## src/rtl/snooping_msi_direct_mapped_cache_assert.svh

```systemverilog
// Assertion macros for the snooping MSI cache.
// Included by the RTL files that carry concurrent checks; no other dependencies.
`ifndef SNOOPING_MSI_DIRECT_MAPPED_CACHE_ASSERT_SVH
`define SNOOPING_MSI_DIRECT_MAPPED_CACHE_ASSERT_SVH

// same-cycle implication
`define SMDMC_ASSERT_NOW(lbl, clk, rst, ante, cons) \
   lbl: assert property (@(posedge clk) disable iff (rst) (ante) |-> (cons)) \
      else $error("smdmc check failed");

// next-cycle implication
`define SMDMC_ASSERT_NXT(lbl, clk, rst, ante, cons) \
   lbl: assert property (@(posedge clk) disable iff (rst) (ante) |=> (cons)) \
      else $error("smdmc check failed");

`endif

```

## src/rtl/smdmc_pkg.sv

```systemverilog
// Types and constants shared by the snooping MSI cache.
// No dependencies.
package smdmc_pkg;

   localparam int LINES     = 256;
   localparam int ADDR_BITS = 20;
   localparam int IDX_BITS  = $clog2(LINES);
   localparam int TAG_BITS  = ADDR_BITS - IDX_BITS;
   localparam int DATA_BITS = 32;
   localparam int CORE_BITS = 3;

   localparam logic [1:0] OP_READ  = 2'd0;
   localparam logic [1:0] OP_WRITE = 2'd1;
   localparam logic [1:0] OP_SNOOP = 2'd2;

   typedef enum logic [1:0] {
      ST_INVALID  = 2'd0,
      ST_SHARED   = 2'd1,
      ST_MODIFIED = 2'd2
   } state_type;

   typedef enum logic [1:0] {
      CMD_NONE   = 2'd0,
      CMD_BUSRD  = 2'd1,
      CMD_BUSRDX = 2'd2,
      CMD_FLUSH  = 2'd3
   } cmd_type;

   typedef struct packed {
      logic [TAG_BITS-1:0]  tag;
      state_type            state;
      logic [DATA_BITS-1:0] data;
   } line_type;

   typedef struct packed {
      logic [1:0]           op;
      logic [ADDR_BITS-1:0] address;
      logic [DATA_BITS-1:0] write_data;
      cmd_type              snoop_cmd;
      logic [CORE_BITS-1:0] snoop_origin;
      logic [ADDR_BITS-1:0] snoop_address;
      logic [DATA_BITS-1:0] snoop_data;
      logic                 bus_grant;
      logic                 memory_busy;
   } item_type;

   typedef struct packed {
      logic                 read_pending;
      logic                 write_pending;
      logic [DATA_BITS-1:0] pend_word;
      logic [DATA_BITS-1:0] last_word;
      logic                 returned;
   } flags_type;

   typedef struct packed {
      cmd_type              cmd;
      logic [ADDR_BITS-1:0] addr;
      logic [DATA_BITS-1:0] data;
   } bus_type;

   function automatic logic [IDX_BITS-1:0] line_index(input logic [ADDR_BITS-1:0] a);
      return a[IDX_BITS-1:0];
   endfunction

   function automatic logic [TAG_BITS-1:0] line_tag(input logic [ADDR_BITS-1:0] a);
      return a[ADDR_BITS-1:IDX_BITS];
   endfunction

endpackage

```

## src/rtl/smdmc_coherence.sv

```systemverilog
// MSI next-state logic for one core access or one snooped bus cycle.
// Purely combinational; uses smdmc_pkg.
module smdmc_coherence (
   input  smdmc_pkg::item_type                    item,
   input  smdmc_pkg::line_type                    cur_line,
   input  smdmc_pkg::flags_type                   flags,
   input  logic [smdmc_pkg::CORE_BITS-1:0]        core_id,
   output smdmc_pkg::line_type                    nxt_line,
   output smdmc_pkg::flags_type                   nxt_flags,
   output smdmc_pkg::bus_type                     bus
);
   import smdmc_pkg::*;

   logic                 is_wr;
   logic [ADDR_BITS-1:0] line_addr;
   logic [IDX_BITS-1:0]  idx;
   state_type            cur;
   logic                 hit;
   logic                 pend;
   logic                 other;

   assign is_wr     = (item.op == OP_WRITE);
   assign line_addr = (item.op == OP_SNOOP) ? item.snoop_address : item.address;
   assign idx       = line_index(line_addr);
   assign cur       = (cur_line.tag == line_tag(line_addr)) ? cur_line.state : ST_INVALID;
   assign hit       = is_wr ? (cur == ST_MODIFIED) : (cur != ST_INVALID);
   assign pend      = is_wr ? flags.write_pending : flags.read_pending;
   assign other     = (item.snoop_origin != core_id);

   always_comb begin
      nxt_line  = cur_line;
      nxt_flags = flags;
      bus       = '{cmd: CMD_NONE, addr: '0, data: '0};
      case (item.op)
         OP_READ, OP_WRITE: begin
            nxt_flags.pend_word = item.write_data;
            if (hit) begin
               if (is_wr) begin
                  nxt_line.data = item.write_data;
               end else begin
                  nxt_flags.last_word = cur_line.data;
               end
               nxt_flags.returned = 1'b1;
            end else begin
               nxt_flags.returned = 1'b0;
               if (!pend) begin
                  if (cur_line.state == ST_MODIFIED) begin
                     // victim write-back
                     if (item.bus_grant) begin
                        bus            = '{cmd: CMD_FLUSH, addr: {cur_line.tag, idx},
                                           data: cur_line.data};
                        nxt_line.state = ST_INVALID;
                     end
                  end else if (!item.memory_busy && item.bus_grant) begin
                     bus.cmd  = is_wr ? CMD_BUSRDX : CMD_BUSRD;
                     bus.addr = item.address;
                     if (is_wr) begin
                        nxt_flags.write_pending = 1'b1;
                     end else begin
                        nxt_flags.read_pending = 1'b1;
                     end
                  end
               end
            end
         end
         OP_SNOOP: begin
            case (item.snoop_cmd)
               CMD_BUSRD: begin
                  if (other && cur == ST_MODIFIED) begin
                     nxt_line.state = ST_SHARED;
                     if (item.bus_grant) begin
                        bus = '{cmd: CMD_FLUSH, addr: item.snoop_address,
                                data: cur_line.data};
                     end
                  end
               end
               CMD_BUSRDX: begin
                  if (other && cur != ST_INVALID) begin
                     if (cur == ST_MODIFIED && item.bus_grant) begin
                        bus = '{cmd: CMD_FLUSH, addr: item.snoop_address,
                                data: cur_line.data};
                     end
                     nxt_line.state = ST_INVALID;
                  end
               end
               CMD_FLUSH: begin
                  // completes a pending fill whatever its address
                  if (flags.read_pending) begin
                     nxt_line.data = item.snoop_data;
                     nxt_line.state = (cur == ST_MODIFIED) ? ST_MODIFIED : ST_SHARED;
                     nxt_line.tag = line_tag(item.snoop_address);
                     nxt_flags.read_pending = 1'b0;
                     nxt_flags.returned = 1'b1;
                     nxt_flags.last_word = item.snoop_data;
                  end else if (flags.write_pending) begin
                     nxt_line.data = flags.pend_word;
                     nxt_line.state = ST_MODIFIED;
                     nxt_line.tag = line_tag(item.snoop_address);
                     nxt_flags.write_pending = 1'b0;
                     nxt_flags.returned = 1'b1;
                  end else if (cur == ST_SHARED) begin
                     nxt_line.data = item.snoop_data;
                  end
               end
               default: begin
               end
            endcase
         end
         default: begin
         end
      endcase
   end

endmodule

```

## config.mk

```make
export PLATFORM = sky130hd
export DESIGN_NAME = smdmc_coherence
export DESIGN_NICKNAME = d
export VERILOG_FILES = /design/src/rtl/snooping_msi_direct_mapped_cache_assert.svh /design/src/rtl/smdmc_pkg.sv /design/src/rtl/smdmc_coherence.sv
export SDC_FILE = /design/constraint.sdc
export NUM_CORES = 1
export LEC_CHECK = 0
export ABC_AREA = 1
export BUFFER_PORTS_ARGS = -buffer_cell sky130_fd_sc_hd__buf_2
export CAP_MARGIN = 5
export CORE_AREA = 2 2 152 154
export DETAILED_ROUTE_END_ITERATION = 7
export DIE_AREA = 0 0 154 156
export PLACE_DENSITY = 0.57
export SLEW_MARGIN = 20
export SYNTH_ARGS = -nofsm -noshare
export SYNTH_HDL_FRONTEND = slang
export SYNTH_SLANG_ARGS = --single-unit
export TNS_END_PERCENT = 20
```

## constraint.sdc

```tcl
create_clock -name vclk -period 5.55
set_clock_uncertainty 0.15 [all_clocks]
set_input_delay 1.3875 -clock vclk [all_inputs]
set_output_delay 1.3875 -clock vclk [all_outputs]
set_load 0.01 [all_outputs]
```

==> impl_metrics.toml <==
[drt]
vias_per_cell = 5.24
antenna_left = 0
routedWlPerCell_um = 17.2
drtIter0Drc = 837
met3_length_mm = 3.12
dr.max_layer_used = "met5"
dr_total_vias = 10300
dr.pass1.iters = 6
finalWirelength_mm = 33.8
drt-met1-wl_mm = 13.6
drc = 0
wl_met2_mm = 16.0

[final_layout]
clkbuf_count = 0
regArea_sq_um = 0
layoutNonFillerInstCount = 1965
utilization_pct = 36.4
n_sequential_cell = 0
final_layout_size_suffix_gt1_share_pct = 27.4
num-nets-final = 1912
fillers = 2637
area_growth_pct = 39.2

[sta]
fin_ws_ps = 168
rsz0062_at_grt = "no"
post-route-period-util_pct = 97.0
relSlewSlack_pct = 28.5
setup-tns-final_ps = 0
setup_viol = 0
hold_viol = 0
drv_slew = 0
max_freq_mhz = 186
period_needed_ps = 5380
worst_pin_slew_ps = 1070

[pwr]
p_int_uw = 227
power_density_mw_per_mm2 = 75.0
p_leak_uw = 0.00493
p_sw_uw = 383
power_frac_clock_pct = 0
p_sw_share_pct = 62.8
seq_power_share_pct = 0
ir_drop_mv = 0.0324
combPwrFrac_pct = 100.0

[floorplanning]
core-area_sq_mm = 0.0224
die-width_um = 154
die_h_um = 156
die_area_sq_mm = 0.0240
initial_utilization_pct = 26.1
rows = 55
io-pin-count = 396

[grt]
grt_max_degree = 89
overflow = 0
groute.usage.overall_pct = 26.3
first_global_vias = 9536
antenna_found_initial = 5
grt_pass1_wl_mm = 51.4

[synth]
yosys-top-cells-area = "nand2_1 32%, nand3_1 16%, a21oi_1 12%, inv_1 9.4%, o21ai_0 8.4%"
yosys.area.top_type = "nand2_1"
synth.yosys.warnings = 0
synth_top_area_share_pct = 31.9
synthTopCellsByCount = "496 x nand2_1, 184 x nand3_1, 146 x inv_1"
avgSynthCellArea_sq_um = 4.37
ys_seq_area_share_pct = 0
synth_cell_types = 29
syn_inst = 1338
yosysMostFrequentCell = "nand2_1"
syn-num-nets = 1571
syn_area_sq_mm = 0.00584

[cts]
ctsResizeCount = 0
hold_buffers = 0
postCtsSetupRepairBufs = 0

[critical_path]
worstPathArrival_ps = 3840
worst_setup_path_start_kind = "input port"
path_max_fanout = 18
critical_path_class = "input port to output port"
required_ps = 4010
end_kind = "output port"

[place]
gp_congestion = 0.938
io_buffers = 396
post-dp-hpwl_mm = 25.2
pre_cts_ws_ps = 131
place_inst = 1962

[outcome]
status = "completed"

[hold_path]
hold_class = "input port to output port"

[flow_run]
drv_cap = 0
==> metrics by stage <==
stage          total power (uW)  instance area [sq um]  hold WS [ps]
2_1_floorplan               327                   5840          2740
3_3_place_gp                597                   8110          2910
3_5_place_dp                601                   8110          2910
4_1_cts                     604                   8110          2920
5_1_grt                     677                   8130          2930
6_report                    610                   8130          2920
==> critical path, stage by stage <==
cell and delay [ps]:
buf_2 130, buf_6 170, inv_2 60, nor2_4 160, nand2_1 100, nand2_1 70
nand2_1 50, nand2_1 50, nand2_1 70, nor2_2 140, inv_2 80, nor2_8 150
nand3_1 130, nand2_1 160, nand2_2 120, buf_4 240, nand2_1 90, nand2_1 50
o21bai_1 240, buf_2 170
==> worst paths after layout <==
| check | startpoint | endpoint | depth (start not counted) |
|---|---|---|---|
| setup / recovery | item[112] | nxt_flags[14] | 20 |
| hold / removal | item[89] | nxt_flags[63] | 4 |
==> cells by family (layout without fill, tap and decap cells) <==
group,Yosys count,after routing,synth area share (%)
and+or+nand+nor,816,816,58.6
AOI/OAI and AO/OA,263,263,23.3
adders and majority gates,4,4,0.857
xor gates and xnor gates,3,3,0.450
buffers and inverters,252,591,16.8
other,0,3,0
==> area by class of cell <==
class	instances	area [sq um]	share of cell area [%]
Inverter	156	591	7.26
Timing Repair Buffer	435	2290	28.2
Multi-Input combinational cell	1086	4880	60.1
Antenna cell	3	7.51	0.0923
Tap cell	285	357	4.38
==> layer usage <==
| metal | vias up | global-route usage (%) |
|---|---|---|
| met5 | - | 0 |
| met4 | 4 | 8.10 |
| met3 | 82 | 3.78 |
| met2 | 602 | 46.3 |
| met1 | 4613 | 33.1 |
| li1 | 5002 | - |
==> cells in the final DEF (no fill, tap or decap), drive strengths merged, types with 2 or more instances in the layout <==
cell | synthesis | final
o22ai | 20 | 20
xnor2 | 3 | 3
ha | 4 | 4
o21ai | 100 | 100
o21bai | 4 | 4
nand3 | 184 | 184
nand2 | 499 | 499
inv | 154 | 154
buf | 33 | 435
clkinv | 2 | 2
nor2 | 96 | 96
a21oi | 136 | 136
nand4 | 35 | 35
diode | 0 | 3
==> power groups by stage <==
stage | Sequential [uW] | Combinational, uW | Clock [uW]
after floorplan | 0 | 327 | 0
after global placement | 0 | 597 | 0
after detailed placement | 0 | 601 | 0
after CTS | 0 | 604 | 0
after global routing | 0 | 677 | 0.0000723
final | 0 | 610 | 0.0000724
No activity file was read; power rests on OpenSTA's default activity.
